<file path="src/hw/rtl/pps_pkg.sv">
// Package: widths, constants and sequencer states of the PWM prescale selector.
package pps_pkg;

  // Frequencies and the divided period
  localparam int GOAL_W = 32;

  // Counter period at scale 0 (range 2 .. 2^31)
  localparam longint unsigned NATURAL_PERIOD = 64'd65536;

  // Prescale exponent
  localparam int SCALE_W = 4;
  localparam logic [SCALE_W-1:0] SCALE_TOP = 4'hF;

  // Candidate period: natural period shifted up to SCALE_TOP places
  localparam int PER_W = $clog2(NATURAL_PERIOD + 64'd1) + int'(SCALE_TOP);
  // Error magnitude, and twice the error one bit wider
  localparam int ERR_W = (PER_W > GOAL_W) ? PER_W : GOAL_W;
  localparam int MAG_W = ERR_W + 1;

  localparam logic [PER_W-1:0] NAT_PERIOD = PER_W'(NATURAL_PERIOD);

  typedef enum logic [2:0] {
    ST_IDLE,
    ST_DIV,
    ST_INIT,
    ST_NERR,
    ST_CMP,
    ST_FIN
  } pps_state_t;

endpackage

</file>
<file path="src/hw/rtl/pps_if.sv">
// Valid/ready channel interfaces for the request and response words.
interface pps_req_if
  import pps_pkg::*;
  (input logic clk);
  logic              valid;
  logic              ready;
  logic [GOAL_W-1:0] clock_hz;
  logic [GOAL_W-1:0] wanted_hz;

  modport source (output valid, output clock_hz, output wanted_hz, input ready);
  modport sink   (input valid, input clock_hz, input wanted_hz, output ready);
endinterface

interface pps_rsp_if
  import pps_pkg::*;
  (input logic clk);
  logic               valid;
  logic               ready;
  logic [SCALE_W-1:0] scale;
  logic               bad_target;

  modport source (output valid, output scale, output bad_target, input ready);
  modport sink   (input valid, input scale, input bad_target, output ready);
endinterface

</file>
<file path="src/hw/rtl/pps_div.sv">
// Restoring serial divider, one quotient bit per cycle.
module pps_div
  import pps_pkg::*;
(
  input  logic              clk,
  input  logic              rst,
  input  logic              start,
  input  logic [GOAL_W-1:0] dividend,
  input  logic [GOAL_W-1:0] divisor,
  output logic [GOAL_W-1:0] quotient,
  output logic              done
);

  localparam int CNT_W = $clog2(GOAL_W);
  localparam logic [CNT_W-1:0] CNT_LAST = CNT_W'(GOAL_W - 1);

  logic              busy;
  logic [CNT_W-1:0]  cnt;
  logic [GOAL_W-1:0] rem;
  logic [GOAL_W-1:0] quo;
  logic [GOAL_W-1:0] dvs;

  logic [GOAL_W:0]   rem_sh;
  logic [GOAL_W:0]   rem_diff;
  logic              q_bit;
  logic [GOAL_W-1:0] rem_step;

  always_comb begin
    rem_sh   = {rem, quo[GOAL_W-1]};
    rem_diff = rem_sh - {1'b0, dvs};
    q_bit    = (rem_sh >= {1'b0, dvs});
    rem_step = q_bit ? rem_diff[GOAL_W-1:0] : rem_sh[GOAL_W-1:0];
  end

  always_ff @(posedge clk) begin
    if (rst) begin
      busy <= 1'b0;
      done <= 1'b0;
      cnt  <= '0;
    end else begin
      done <= 1'b0;
      if (start) begin
        busy <= 1'b1;
        cnt  <= '0;
      end else if (busy) begin
        cnt <= cnt + 1'b1;
        if (cnt == CNT_LAST) begin
          busy <= 1'b0;
          done <= 1'b1;
        end
      end
    end
  end

  always_ff @(posedge clk) begin
    if (start) begin
      rem <= '0;
      quo <= dividend;
      dvs <= divisor;
    end else if (busy) begin
      rem <= rem_step;
      quo <= {quo[GOAL_W-2:0], q_bit};
    end
  end

  assign quotient = quo;

endmodule

</file>
<file path="src/hw/rtl/pwm_prescale_select.sv">
// Top level: PWM prescale exponent selection from clock and target frequency.
//
// Takes one request word (clock_hz, wanted_hz) and returns one response word
// (scale, bad_target). The wanted period is clock_hz / wanted_hz, truncated,
// from a serial divider. The search then starts at the natural counter period
// (65536 ticks) at scale 0 and doubles the period while the error of the
// doubled period stays strictly below twice the current error, stopping at
// scale 15. Each search step runs on one shared absolute-difference unit (new
// error, then compare and update). A zero wanted_hz skips the division and
// answers with scale 0 and bad_target set. One request is in work at a time:
// req.ready is high only while the sequencer is idle. The response sits in an
// output register, so the next request is taken while the previous word
// waits.
module pwm_prescale_select
  import pps_pkg::*;
(
  input logic     clk,
  input logic     rst,
  pps_req_if.sink   req,
  pps_rsp_if.source rsp
);

  pps_state_t state, state_next;

  // Divider hookup
  logic              div_start;
  logic              div_done;
  logic [GOAL_W-1:0] div_quot;

  // Search datapath
  logic [PER_W-1:0]   period;
  logic [ERR_W-1:0]   err;
  logic [ERR_W-1:0]   nerr;
  logic [SCALE_W-1:0] scale_cnt;
  logic               bad;

  // Shared abs-difference unit
  logic [PER_W-1:0] cand;
  logic [ERR_W-1:0] goal_ext;
  logic [ERR_W-1:0] gap;
  logic             beats;   // doubled period's error is strictly below twice the current error

  // Response register
  logic               res_valid;
  logic [SCALE_W-1:0] res_scale;
  logic               res_bad;
  logic               res_load;

  pps_div u_div (
    .clk      (clk),
    .rst      (rst),
    .start    (div_start),
    .dividend (req.clock_hz),
    .divisor  (req.wanted_hz),
    .quotient (div_quot),
    .done     (div_done)
  );

  function automatic logic [ERR_W-1:0] abs_gap(input logic [ERR_W-1:0] a,
                                               input logic [ERR_W-1:0] b);
    return (a > b) ? (a - b) : (b - a);
  endfunction

  // One subtractor pair serves both the initial and the per-step error
  always_comb begin
    cand     = (state == ST_NERR) ? (period << 1) : period;
    goal_ext = ERR_W'(div_quot);
    gap      = abs_gap(goal_ext, ERR_W'(cand));
    beats    = ({1'b0, nerr} < {err, 1'b0});
  end

  always_ff @(posedge clk) begin
    if (rst) begin
      state <= ST_IDLE;
    end else begin
      state <= state_next;
    end
  end

  always_comb begin
    state_next = state;
    div_start  = 1'b0;
    res_load   = 1'b0;
    unique case (state)
      ST_IDLE: begin
        if (req.valid) begin
          if (req.wanted_hz == '0) begin
            state_next = ST_FIN;
          end else begin
            div_start  = 1'b1;
            state_next = ST_DIV;
          end
        end
      end
      ST_DIV: begin
        if (div_done) begin
          state_next = ST_INIT;
        end
      end
      ST_INIT: begin
        state_next = ST_NERR;
      end
      ST_NERR: begin
        state_next = ST_CMP;
      end
      ST_CMP: begin
        if (!beats || scale_cnt == SCALE_TOP - 1'b1) begin
          state_next = ST_FIN;
        end else begin
          state_next = ST_NERR;
        end
      end
      ST_FIN: begin
        if (!res_valid || rsp.ready) begin
          res_load   = 1'b1;
          state_next = ST_IDLE;
        end
      end
      default: begin
        state_next = ST_IDLE;
      end
    endcase
  end

  // Search registers
  always_ff @(posedge clk) begin
    if (state == ST_IDLE && req.valid) begin
      bad       <= (req.wanted_hz == '0);
      scale_cnt <= '0;
      period    <= NAT_PERIOD;
    end
    if (state == ST_INIT) begin
      err <= gap;
    end
    if (state == ST_NERR) begin
      nerr <= gap;
    end
    if (state == ST_CMP && beats) begin
      period    <= period << 1;
      err       <= nerr;
      scale_cnt <= scale_cnt + 1'b1;
    end
  end

  // Output register
  always_ff @(posedge clk) begin
    if (rst) begin
      res_valid <= 1'b0;
    end else if (res_load) begin
      res_valid <= 1'b1;
    end else if (rsp.ready) begin
      res_valid <= 1'b0;
    end
  end

  always_ff @(posedge clk) begin
    if (res_load) begin
      res_scale <= scale_cnt;
      res_bad   <= bad;
    end
  end

  assign req.ready      = (state == ST_IDLE);
  assign rsp.valid      = res_valid;
  assign rsp.scale      = res_scale;
  assign rsp.bad_target = res_bad;

`ifndef NO_ASSERTIONS
  // A flagged target always reports scale 0
  a_bad_scale: assert property (@(posedge clk) disable iff (rst)
    rsp.valid && rsp.bad_target |-> rsp.scale == '0)
    else $error("bad_target response with nonzero scale");

  // Divider completion only arrives while the sequencer waits for it
  a_div_done: assert property (@(posedge clk) disable iff (rst)
    div_done |-> state == ST_DIV)
    else $error("divider done outside division phase");

  // Compare never runs at the top scale
  a_scale_top: assert property (@(posedge clk) disable iff (rst)
    state == ST_CMP |-> scale_cnt != SCALE_TOP)
    else $error("compare step at top scale");

  // Candidate period tracks the scale counter
  a_period: assert property (@(posedge clk) disable iff (rst)
    state == ST_NERR |-> period == (NAT_PERIOD << scale_cnt))
    else $error("period out of step with scale");

  // A response is loaded only into a free or draining output register
  a_res_load: assert property (@(posedge clk) disable iff (rst)
    res_load |-> !res_valid || rsp.ready)
    else $error("response overwritten while pending");
`endif

endmodule
</file>
<file path="src/flat_wrapper.sv">
// flat-port wrapper written by rule: the top's interface ports become plain ports
module pwm_prescale_select_flat import pps_pkg::*;
  (clk, rst, req_valid, req_clock_hz, req_wanted_hz, req_ready, rsp_valid, rsp_scale, rsp_bad_target, rsp_ready);
  pps_req_if req_i (.clk(clk));
  pps_rsp_if rsp_i (.clk(clk));
  input logic clk;
  input logic rst;
  input wire logic [$bits(req_i.valid)-1:0] req_valid;
  input wire logic [$bits(req_i.clock_hz)-1:0] req_clock_hz;
  input wire logic [$bits(req_i.wanted_hz)-1:0] req_wanted_hz;
  output wire logic [$bits(req_i.ready)-1:0] req_ready;
  output wire logic [$bits(rsp_i.valid)-1:0] rsp_valid;
  output wire logic [$bits(rsp_i.scale)-1:0] rsp_scale;
  output wire logic [$bits(rsp_i.bad_target)-1:0] rsp_bad_target;
  input wire logic [$bits(rsp_i.ready)-1:0] rsp_ready;
  assign req_i.valid = req_valid;
  assign req_i.clock_hz = req_clock_hz;
  assign req_i.wanted_hz = req_wanted_hz;
  assign req_ready = req_i.ready;
  assign rsp_valid = rsp_i.valid;
  assign rsp_scale = rsp_i.scale;
  assign rsp_bad_target = rsp_i.bad_target;
  assign rsp_i.ready = rsp_ready;
  pwm_prescale_select u_core (.clk(clk), .rst(rst), .req(req_i), .rsp(rsp_i));
endmodule
</file>
<file path="config.mk">
export PLATFORM = sky130hd
export DESIGN_NAME = pwm_prescale_select_flat
export DESIGN_NICKNAME = d
export VERILOG_FILES = /design/src/hw/rtl/pps_pkg.sv /design/src/hw/rtl/pps_if.sv /design/src/hw/rtl/pps_div.sv /design/src/hw/rtl/pwm_prescale_select.sv /design/src/flat_wrapper.sv
export SDC_FILE = /design/constraint.sdc
export NUM_CORES = 1
export LEC_CHECK = 0
export ABC_AREA = 1
export BUFFER_PORTS_ARGS = -buffer_cell sky130_fd_sc_hd__buf_2
export CAP_MARGIN = 20
export CORE_MARGIN = 2
export CORE_UTILIZATION = 50
export DETAILED_ROUTE_END_ITERATION = 16
export PLACE_DENSITY_LB_ADDON = 0.1
export SLEW_MARGIN = 10
export SYNTH_ARGS = -nofsm -noshare
export SYNTH_HDL_FRONTEND = slang
export SYNTH_SLANG_ARGS = --single-unit
</file>
<file path="constraint.sdc">
create_clock -name clk -period 5 [get_ports clk]
set_input_delay 0.25 -clock clk [delete_from_list [all_inputs] [get_ports clk]]
set_output_delay 0.25 -clock clk [all_outputs]
set_load 0.02 [all_outputs]
</file>
==> flow_summary.json, run 1 <==
{
  "required_ns": 5.20,
  "antenna_found_initial": 0,
  "clock_latency_ns": 0.45,
  "fill_cells": 2542,
  "cts_made_buffers": 17,
  "fmax_mhz": 243,
  "setup_violations": 0,
  "detail_route.vias_per_cell": 5.21,
  "comb_power_share": 0.431,
  "maxUsedRoutingLayer": "met4",
  "holdPathEnd": "u_core.u_div.dvs[16]",
  "holdPathStages": 1,
  "multi_input_area_sq_um": 6490,
  "finalWeightedCongestion": 0.945,
  "min_period_ns": 4.12,
  "grt_max_degree": 54,
  "yosys_warnings": 0,
  "skew_ns": 0.0194,
  "vias": 11020,
  "core_area_sq_um": 26000,
  "leakage_nw": 6.96,
  "rows": 59,
  "routed_wl_mm": 34.8,
  "r2r_end": "u_core.err[16]",
  "max_cap_viol_count": 0,
  "yosysTopAreaCell": "edfxtp_1",
  "cts.htree.levels": 4,
  "area_delta_synth_final_pct": 11.7,
  "worstMarginPinSlew_ns": 0.776,
  "ff2ff_setup_slack_ns": 0.88,
  "power_frac_clock": 0.217,
  "path_clk_slew_ns": 0.08,
  "syn_inst": 1678,
  "intPower_w": 0.00391,
  "regArea_sq_um": 5490,
  "drive_above_1_share": 0.0915,
  "die_area_sq_um": 27700,
  "start_util": 0.507,
  "cp_max_fo": 28,
  "status": "complete, no violations",
  "p_seq_frac": 0.353,
  "worst_setup_path_start_kind": "flip-flop",
  "final_cell_mix": "nand2_1, inv_1, edfxtp_1",
  "p_sw_w": 0.00287,
  "gr-total-overflow": 0,
  "hold_class": "input port to flip-flop",
  "grt_pass1_wl_mm": 56.5,
  "final_common_cell": "nand2_1",
  "ioPinCount": 75,
  "critPathCaptureType": "flip-flop",
  "placed_cell_area_sq_um": 13800,
  "port_buffers": 74,
  "regToRegStartpoint": "u_core.state[0]",
  "wl_met3_mm": 1.44,
  "yosysSeqAreaShare": 0.416,
  "finish.instance_area_sq_um": 14700,
  "peakVddDrop_v": 0.000278,
  "synth_nets": 1845,
  "cts_tree": "built",
  "hp-start": "req_wanted_hz[16]",
  "slew_headroom": 0.482,
  "ff2ff_path_depth": 18,
  "synth_area_leaders": "edfxtp_1, nand2_1, ha_1",
  "avgSynthCellArea_sq_um": 7.85,
  "swShare": 0.423,
  "dominantRegCellSynth": "edfxtp_1",
  "synth_seq_cells": 197,
  "antenna_cells": 0,
  "nets": 1935,
  "cts_resized": 0,
  "path_class": "flip-flop to flip-flop",
  "holdWs_ns": 0.0145,
  "fin_crit_sh": 0.824,
  "synth-edff-count": 154,
  "grt_util_all_layers": 0.254,
  "cts.sinks": 197,
  "clock_path_buffers": 2,
  "synth_area_sq_um": 13200,
  "wl_per_cell_microns": 16.4,
  "slew_viol_final": 0,
  "cellPowerDensity_nw_per_um2": 461,
  "drtPass1Iterations": 6,
  "ant_nets": 0,
  "drt-initial-drc-count": 723,
  "wl_met1_mm": 16.8,
  "die_h_microns": 166,
  "synth_top_area_frac": 0.351,
  "final_hold_viol_count": 0,
  "utilization": 0.566,
  "final.setup.tns_ns": 0,
  "synth.distinct_cells": 47,
  "async_flop_share": 0,
  "die_x_microns": 166,
  "cts_root_buffer": "clkbuf_16",
  "dp_hpwl_mm": 26.6,
  "rsz0062_at_grt": "false",
  "grt_pass1_vias": 10959,
  "met2_length_mm": 15.6,
  "drc": 0,
  "critPathArrivalTime_ns": 4.32
}
## power groups by stage
stage	sequential [W]	clock (W)	combinational, W
after floorplan	0.00239	0	0.00215
after global routing	0.00242	0.00155	0.00328
after CTS	0.00239	0.00150	0.00289
final	0.00239	0.00147	0.00292
after detailed placement	0.00243	0	0.00285
after global placement	0.00242	0	0.00282
## worst max-delay path: stages (launching register included)
cell and delay (ns):
dfxtp_1 0.37, inv_1 0.12, nor3_4 0.19, clkinv_1 0.55
o21ai_0 0.50, inv_1 0.14, fa_1 0.50, inv_2 0.12
o21ai_2 0.11, nand3_1 0.10, nand2_2 0.07, nand2_1 0.07
nand2_1 0.06, nand2_2 0.21, buf_4 0.34, o31ai_2 0.12
xor2_1 0.16, nand2_1 0.07, nand2_1 0.06
## layer usage
layer | GRT usage | vias to the layer above
met3 | 0.0312 | 49
li1 | - | 5656
met1 | 0.358 | 5082
met4 | 0.0787 | 0
met5 | 0 | -
met2 | 0.412 | 233
## worst max path at each step
stage	startpoint	endpoint	depth (start not counted)
after floorplan	u_core.state[0]	u_core.err[14]	20
after global placement	u_core.state[0]	u_core.err[16]	18
after detailed placement	u_core.state[0]	u_core.err[16]	18
after CTS	u_core.state[0]	u_core.err[16]	18
after global routing	u_core.state[0]	u_core.err[16]	18
final	u_core.state[0]	u_core.err[16]	18
## cell type report
class                   count  area share
clock buffers              18      0.0292
repair buffers            115      0.0513
well taps                 335      0.0285
inverters                 251      0.0641
multi-input cells        1186       0.441
clock inverters            14      0.0128
flip-flops and latches    197       0.373
## kinds of logic (layout without fill, tap and decap cells)
logic type | after synthesis | count (layout) | synth area share
DFF | 197 | 197 | 0.416
AOI/OAI and AO/OA | 260 | 260 | 0.109
adders and majority gates | 99 | 99 | 0.0952
buffers and inverters | 295 | 398 | 0.0910
xor gates and xnor gates | 62 | 62 | 0.0429
and+or+nand+nor | 765 | 765 | 0.246
## synth_stat cells, types with 2 or more instances
master and n:
clkbuf_1 14, buf_2 21, nand2_1 430, nand2_2 11, o21ai_0 100, inv_1 242, dfxtp_1 43, fa_1 2
nor2_1 154, nor2_4 2, xnor2_1 16, nand4_1 14, inv_2 8, xnor2_2 2, o21a_1 5, xor2_1 43
nand2_4 4, nand3b_1 12, buf_6 6, nor2_2 3, o21ai_2 5, nor4_1 5, nor3_1 15, nand3_1 108
ha_1 97, o21ai_1 15, edfxtp_1 154, o21bai_1 8, nand3_2 3, a21oi_1 95, a21o_1 9, and3_1 2
a31oi_1 11, o211ai_1 6
## what timing repair did
action                                  4_1_cts  5_1_grt
endpoints found under the setup margin        0        0
hold endpoints to repair                     30        0
buffers inserted                              0        0
hold buffers                                 29        0
## flip-flops by register name, summed over array words and instances, names as in the netlist
| register | count |
|---|---|
| u_core.err | 32 |
| u_core.nerr | 32 |
| u_core.u_div.dvs | 32 |
| u_core.u_div.quotient | 32 |
| u_core.u_div.rem | 32 |
| u_core.period | 16 |
| u_core.u_div.cnt | 5 |
| u_core.rsp.scale | 4 |
| u_core.scale_cnt | 4 |
| u_core.state | 3 |
| u_core.bad | 1 |
| u_core.rsp.bad_target | 1 |
| u_core.rsp.valid | 1 |
| u_core.u_div.busy | 1 |
| u_core.u_div.done | 1 |
## metrics by stage
stage,power [W],cells,setup WS (ns)
detailed placement,0.00528,2054,0.931
global placement,0.00524,2054,1.08
CTS,0.00678,2115,0.884
floorplan,0.00454,1678,0.969
finish,0.00678,2116,0.878
global route,0.00725,2116,0.493
No activity file was read; power rests on OpenSTA's default activity.
==> inputs of run 2 (changes only) <==
--- a/config.mk
+++ b/config.mk
@@ -5,7 +5,7 @@
 export SDC_FILE = /design/constraint.sdc
 export NUM_CORES = 1
 export LEC_CHECK = 0
-export ABC_AREA = 1
+export ABC_AREA = 0
 export BUFFER_PORTS_ARGS = -buffer_cell sky130_fd_sc_hd__buf_2
 export CAP_MARGIN = 20
 export CORE_MARGIN = 2
==> constraint.sdc (replaced) <==
create_clock -name clk -period 4.03 [get_ports clk]
set_input_delay 0.2015 -clock clk [delete_from_list [all_inputs] [get_ports clk]]
set_output_delay 0.2015 -clock clk [all_outputs]
set_load 0.02 [all_outputs]
==> run 2 against run 1 <==
Net effect:
- core utilization is 1.5 points higher
- synthesized cell count fell by 23%
- global-route usage shrank 4.5 points
- critical path depth fell by 5
- area after synthesis down 7.9%
- cell count shrank 18%
- worst setup slack got worse by 0.63 ns
- register-to-register slack lost 0.63 ns
- die area decreased by 7.7%
==> flow_summary.json, run 2 <==
{
  "yosysTopAreaCell": "edfxtp_1",
  "grt_max_degree": 43,
  "max_cap_viol_count": 0,
  "yosys_warnings": 0,
  "placed_cell_area_sq_um": 13000,
  "synth_area_sq_um": 12100,
  "hold_class": "input port to flip-flop",
  "synth_nets": 1459,
  "syn_inst": 1292,
  "path_class": "flip-flop to flip-flop",
  "crit_path_frequent_cell": "mux2_2",
  "area_delta_synth_final_pct": 15.2,
  "final_common_cell": "edfxtp_1",
  "cellPowerDensity_nw_per_um2": 533,
  "antenna_cells": 0,
  "synth_seq_cells": 197,
  "synth_commonest_cells": "edfxtp_1, nor2_1, nand2_1",
  "detail_route.vias_per_cell": 5.32,
  "drt-initial-drc-count": 484,
  "slew_headroom": 0.522,
  "drc": 0,
  "leakage_nw": 6.05,
  "setup_violations": 0,
  "gr-total-overflow": 0,
  "wl_per_cell_microns": 15.3,
  "die_area_sq_um": 25500,
  "port_buffers": 74,
  "rows": 57,
  "yosysMostFrequentCell": "edfxtp_1",
  "fmax_mhz": 264,
  "critPathLaunch": "u_core.state[1]",
  "drtPass1Iterations": 4,
  "synth_area_leaders": "edfxtp_1, ha_1, dfxtp_1",
  "utilization": 0.582,
  "routed_wl_mm": 26.5,
  "synth.distinct_cells": 65,
  "clock_path_buffers": 2,
  "fill_cells": 2137,
  "final.setup.tns_ns": 0,
  "path_clk_slew_ns": 0.07,
  "ant_nets": 0,
  "crit_end": "u_core.err[28]",
  "worst_setup_path_start_kind": "flip-flop",
  "cts.htree.levels": 4,
  "fin_crit_sh": 0.939,
  "synth-edff-count": 154,
  "peakVddDrop_v": 0.000266,
  "cts_tree": "built",
  "setup_slack_ns": 0.245,
  "core_area_sq_um": 24000,
  "async_flop_share": 0,
  "holdPathStages": 3,
  "final_hold_viol_count": 0,
  "synth_top_area_frac": 0.381,
  "avgSynthCellArea_sq_um": 9.39,
  "cp_slowest_stage_delay_ns": 0.51,
  "grt_pass1_vias": 8861,
  "start_util": 0.505,
  "r2r_end": "u_core.err[28]",
  "required_ns": 4.21,
  "drive_above_1_share": 0.133,
  "cts_made_buffers": 17,
  "skew_ns": 0.0112,
  "dp_hpwl_mm": 19.4,
  "min_period_ns": 3.79,
  "path_cells": "nor2b_2 -> nand2_4 -> mux2_2 -> ha_1 -> nand3_1 -> or4_1 -> nor4_2 -> a21oi_4 -> a311oi_1 -> a211oi_1 -> nor2_1 -> xnor2_1 -> mux2_2",
  "die_h_microns": 160,
  "grt_pass1_wl_mm": 43.5,
  "regToRegStartpoint": "u_core.state[1]",
  "crit_slowest_cell": "or4_1",
  "cts_root_buffer": "clkbuf_16",
  "yosysSeqAreaShare": 0.452,
  "ff2ff_setup_slack_ns": 0.24,
  "vias": 9230,
  "ioPinCount": 75,
  "slew_viol_final": 0,
  "die_x_microns": 160,
  "nets": 1565,
  "rsz0062_at_grt": "false",
  "dominantRegCellSynth": "edfxtp_1",
  "ff2ff_path_depth": 13,
  "cp_max_fo": 17,
  "critPathCaptureType": "flip-flop",
  "worstMarginPinSlew_ns": 0.711,
  "final_cell_mix": "edfxtp_1, nor2_1, nand2_1",
  "cts.sinks": 197,
  "clock_latency_ns": 0.44,
  "finalWeightedCongestion": 0.885,
  "dp_slack_ns": 0.0181,
  "grt_util_all_layers": 0.210,
  "finish.instance_area_sq_um": 14000,
  "post_cts_buffers": 0,
  "antenna_found_initial": 0,
  "status": "complete, no violations",
  "critPathArrivalTime_ns": 3.97
}
[run 2: cell count changes in the layout (fill, tap and decap cells not counted), moves of 21 or more]
cell / delta
nand2_1: -295
inv_1: -125
nand3_1: -95
mux2_2: +27
a21o_1: +24
o21ai_0: -21
[run 2: final cells by class]
type / instances / area (sq um) / area share
repair buffers: 140 / 973 / 0.0696
flip-flops and latches: 197 / 5490 / 0.392
clock inverters: 11 / 129 / 0.00922
clock buffers: 21 / 493 / 0.0353
well taps: 324 / 405 / 0.0290
inverters: 119 / 448 / 0.0320
multi-input cells: 923 / 6040 / 0.432
[run 2: per-stage QoR]
step / hold WS, ns / std cells / total power [W]
global placement: 0.393 / 1670 / 0.00565
global route: 0.0211 / 1735 / 0.00798
finish: 0.0306 / 1735 / 0.00745
floorplan: 0.271 / 1292 / 0.00498
detailed placement: 0.395 / 1670 / 0.00569
CTS: 0.0124 / 1735 / 0.00750
[run 2: worst max-delay path, delay by kind of cell, from the launching register on]
family	cells	cell delay [ns]
AO/OA/AOI/OAI	3	0.55
multiplexers	2	0.64
AND/OR/NAND/NOR	6	1.54
adder cells (fa/ha/maj)	1	0.42
XOR/XNOR	1	0.09
flip-flops	1	0.31
[run 2: power breakdown]
| group | switching [W] | internal (W) |
|---|---|---|
| clock | 0.000794 | 0.000966 |
| combinational | 0.00165 | 0.00122 |
| sequential | 0.000205 | 0.00262 |
[run 2: worst min path at each step]
| stage | startpoint | endpoint | slack (ns) |
|---|---|---|---|
| floorplan | rst | u_core.state[2] | 0.27 |
| global placement | req_wanted_hz[25] | u_core.u_div.dvs[25] | 0.39 |
| detailed placement | req_wanted_hz[5] | u_core.u_div.dvs[5] | 0.40 |
| CTS | req_clock_hz[3] | u_core.u_div.quotient[3] | 0.01 |
| global route | req_clock_hz[3] | u_core.u_div.quotient[3] | 0.02 |
| finish | req_clock_hz[3] | u_core.u_div.quotient[3] | 0.03 |
[run 2: repair_timing]
action                                 CTS  global route
hold buffers                            33             0
setup endpoints to repair                0            35
endpoints found under the hold margin   34             0
gates resized for setup                  0             3
[run 2: routing by layer]
metal  up-vias  track usage  part of all wire
met5         -            0                 0
li1       4768            -                 -
met2       153        0.372              0.49
met1      4285        0.270              0.46
met4         0       0.0574             0.014
met3        24       0.0281             0.030
[run 2: cells by family after synthesis]
kind of cell    after synthesis  share of synthesized area
simple gates                426                      0.161
compound gates              292                      0.146
flops                       197                      0.452
buf+inv                     172                     0.0538
fa+ha+maj                    99                      0.103
xor+xnor                     62                     0.0448
mux                          44                     0.0391
==> inputs of run 3 (changes only) <==
--- a/config.mk
+++ b/config.mk
@@ -9,7 +9,7 @@
 export BUFFER_PORTS_ARGS = -buffer_cell sky130_fd_sc_hd__buf_2
 export CAP_MARGIN = 20
 export CORE_MARGIN = 2
-export CORE_UTILIZATION = 50
+export CORE_UTILIZATION = 55
 export DETAILED_ROUTE_END_ITERATION = 16
 export PLACE_DENSITY_LB_ADDON = 0.1
 export SLEW_MARGIN = 10
==> run 3 against run 2 <==
Net effect:
- global-route usage grew 1.9 points
- core utilization grew 6.0 points
- clock power grew 2%
- clock-buffer cell count shrank 1
- largest power group unchanged
- worst setup slack lost 0.037 ns
- register-to-register slack lost 0.04 ns
- sequential power is essentially flat
- via count grew 0.72%
- critical endpoint is now u_core.err[19]
- die area shrank 8.9%
- first-iteration DRC count grew 29%
- non-clock buffer count grew 1
==> flow_summary.json, run 3 (synthesis results as in run 2) <==
{
  "grt_util_all_layers": 0.229,
  "peakVddDrop_v": 0.000353,
  "leakage_nw": 6.08,
  "final_cell_mix": "edfxtp_1, nor2_1, nand2_1",
  "crit_slowest_cell": "or4_1",
  "ant_nets": 0,
  "cts.sinks": 197,
  "antenna_cells": 0,
  "core_area_sq_um": 21800,
  "regArea_sq_um": 5490,
  "path_class": "flip-flop to flip-flop",
  "die_x_microns": 153,
  "fin_crit_sh": 0.948,
  "required_ns": 4.22,
  "skew_ns": 0.00771,
  "routed_wl_mm": 26.1,
  "comb_power_share": 0.384,
  "power_frac_clock": 0.239,
  "cts_root_buffer": "clkbuf_16",
  "rows": 54,
  "ioPinCount": 75,
  "clock_latency_ns": 0.44,
  "setup_violations": 0,
  "drtPass1Iterations": 5,
  "gr-total-overflow": 0,
  "max_cap_viol_count": 0,
  "drc": 0,
  "final.setup.tns_ns": 0,
  "min_period_ns": 3.82,
  "cts_tree": "built",
  "cts_made_buffers": 17,
  "clock_path_buffers": 2,
  "fin_cells": 1692,
  "cts.htree.levels": 4,
  "grt_pass1_vias": 9121,
  "final_common_cell": "edfxtp_1",
  "p_sw_w": 0.00264,
  "utilization": 0.641,
  "area_delta_synth_final_pct": 15.0,
  "grt-busiest-layer": "met2",
  "post-place-cells": 1623,
  "detail_route.vias_per_cell": 5.49,
  "use_met1": 0.299,
  "slew_viol_final": 0,
  "cp.depth": 12,
  "final_hold_viol_count": 0,
  "swShare": 0.352,
  "cp_slowest_stage_delay_ns": 0.60,
  "path_clk_slew_ns": 0.07,
  "status": "complete, no violations",
  "wl_per_cell_microns": 15.4,
  "p_total_w": 0.00751,
  "cellPowerDensity_nw_per_um2": 538,
  "drive_above_1_share": 0.134,
  "ff2ff_path_depth": 12,
  "intPower_w": 0.00487,
  "critPathArrivalTime_ns": 4.01,
  "p_seq_frac": 0.376,
  "multi_input_area_sq_um": 6060,
  "port_buffers": 74,
  "holdPathStages": 3,
  "crit_path_frequent_cell": "mux2_2",
  "dp_hpwl_mm": 18.9,
  "cp_max_fo": 25,
  "start_util": 0.558,
  "die_area_sq_um": 23300,
  "fmax_mhz": 262,
  "antenna_found_initial": 0,
  "critPathCaptureType": "flip-flop",
  "worstMarginPinSlew_ns": 0.713,
  "grt_max_degree": 48,
  "met2_usage": 0.404,
  "nets": 1566,
  "worst_setup_path_start_kind": "flip-flop",
  "grt_pass1_wl_mm": 43.9,
  "path_buf_inv": 1,
  "vias": 9296,
  "path_cells": "nor2b_2 -> nand2_4 -> mux2_2 -> ha_1 -> nand4_1 -> or4_1 -> nor4_4 -> a21oi_4 -> buf_4 -> a32oi_1 -> xor2_1 -> mux2_2",
  "hold_class": "input port to flip-flop",
  "gr-usage-met3": 0.0273,
  "cp_top_family": "simple AND/OR/NAND/NOR gates",
  "rsz0062_at_grt": "false",
  "fill_cells": 1811,
  "drt-initial-drc-count": 626,
  "finalWeightedCongestion": 0.894,
  "slew_headroom": 0.520,
  "die_h_microns": 153
}
run 3: layer usage:
| layer | up-vias | share of wire |
|---|---|---|
| li1 | 4767 | - |
| met1 | 4304 | 0.46 |
| met2 | 193 | 0.49 |
| met3 | 32 | 0.033 |
| met4 | 0 | 0.018 |
| met5 | - | 0 |
run 3: path summary, 6_finish.rpt:
path	to	slack, ns	from
setup / recovery	u_core.err[19]	0.21	u_core.state[1]
hold / removal	u_core.u_div.quotient[5]	0.03	req_clock_hz[5]
setup reg to reg	u_core.err[19]	0.21	u_core.state[1]
hold reg to reg	u_core.rsp.bad_target	0.44	u_core.bad
run 3: repair_timing:
item	CTS	global route
pin swaps	0	1
hold buffers	33	0
gates resized for setup	1	5
endpoints found under the setup margin	2	11
buffers inserted	0	4
endpoints found under the hold margin	33	0
run 3: power groups by stage:
stage	sequential, W	clock (W)	combinational [W]
3_3_place_gp	0.00286	0	0.00276
2_1_floorplan	0.00279	0	0.00219
3_5_place_dp	0.00287	0	0.00280
4_1_cts	0.00282	0.00184	0.00284
6_report	0.00283	0.00180	0.00289
5_1_grt	0.00286	0.00191	0.00328
run 3: cell type report:
type                            instances  area share
Timing Repair Buffer                  141      0.0712
Clock buffer                           20      0.0320
Clock inverter                         12      0.0119
Inverter                              119      0.0321
Tap cell                              280      0.0251
Multi-Input combinational cell        923       0.435
Sequential cell                       197       0.393
run 3: metrics by stage:
step / hold slack, ns / worst slack, ns / instance area, sq um
after CTS: 0.0205 / 0.0674 / 13900
after global placement: 0.393 / 0.107 / 12900
after floorplan: 0.271 / 0.0266 / 12100
final: 0.0346 / 0.208 / 14000
after detailed placement: 0.394 / 0.0211 / 12900
after global routing: 0.0302 / 0.0339 / 14000
run 3: worst register-to-register path: stages, from the launching register on:
cell	delay [ns]
dfxtp_1	0.31
nor2b_2	0.17
nand2_4	0.19
mux2_2	0.38
ha_1	0.31
nand4_1	0.21
or4_1	0.60
nor4_4	0.34
a21oi_4	0.13
buf_4	0.27
a32oi_1	0.28
xor2_1	0.12
mux2_2	0.27
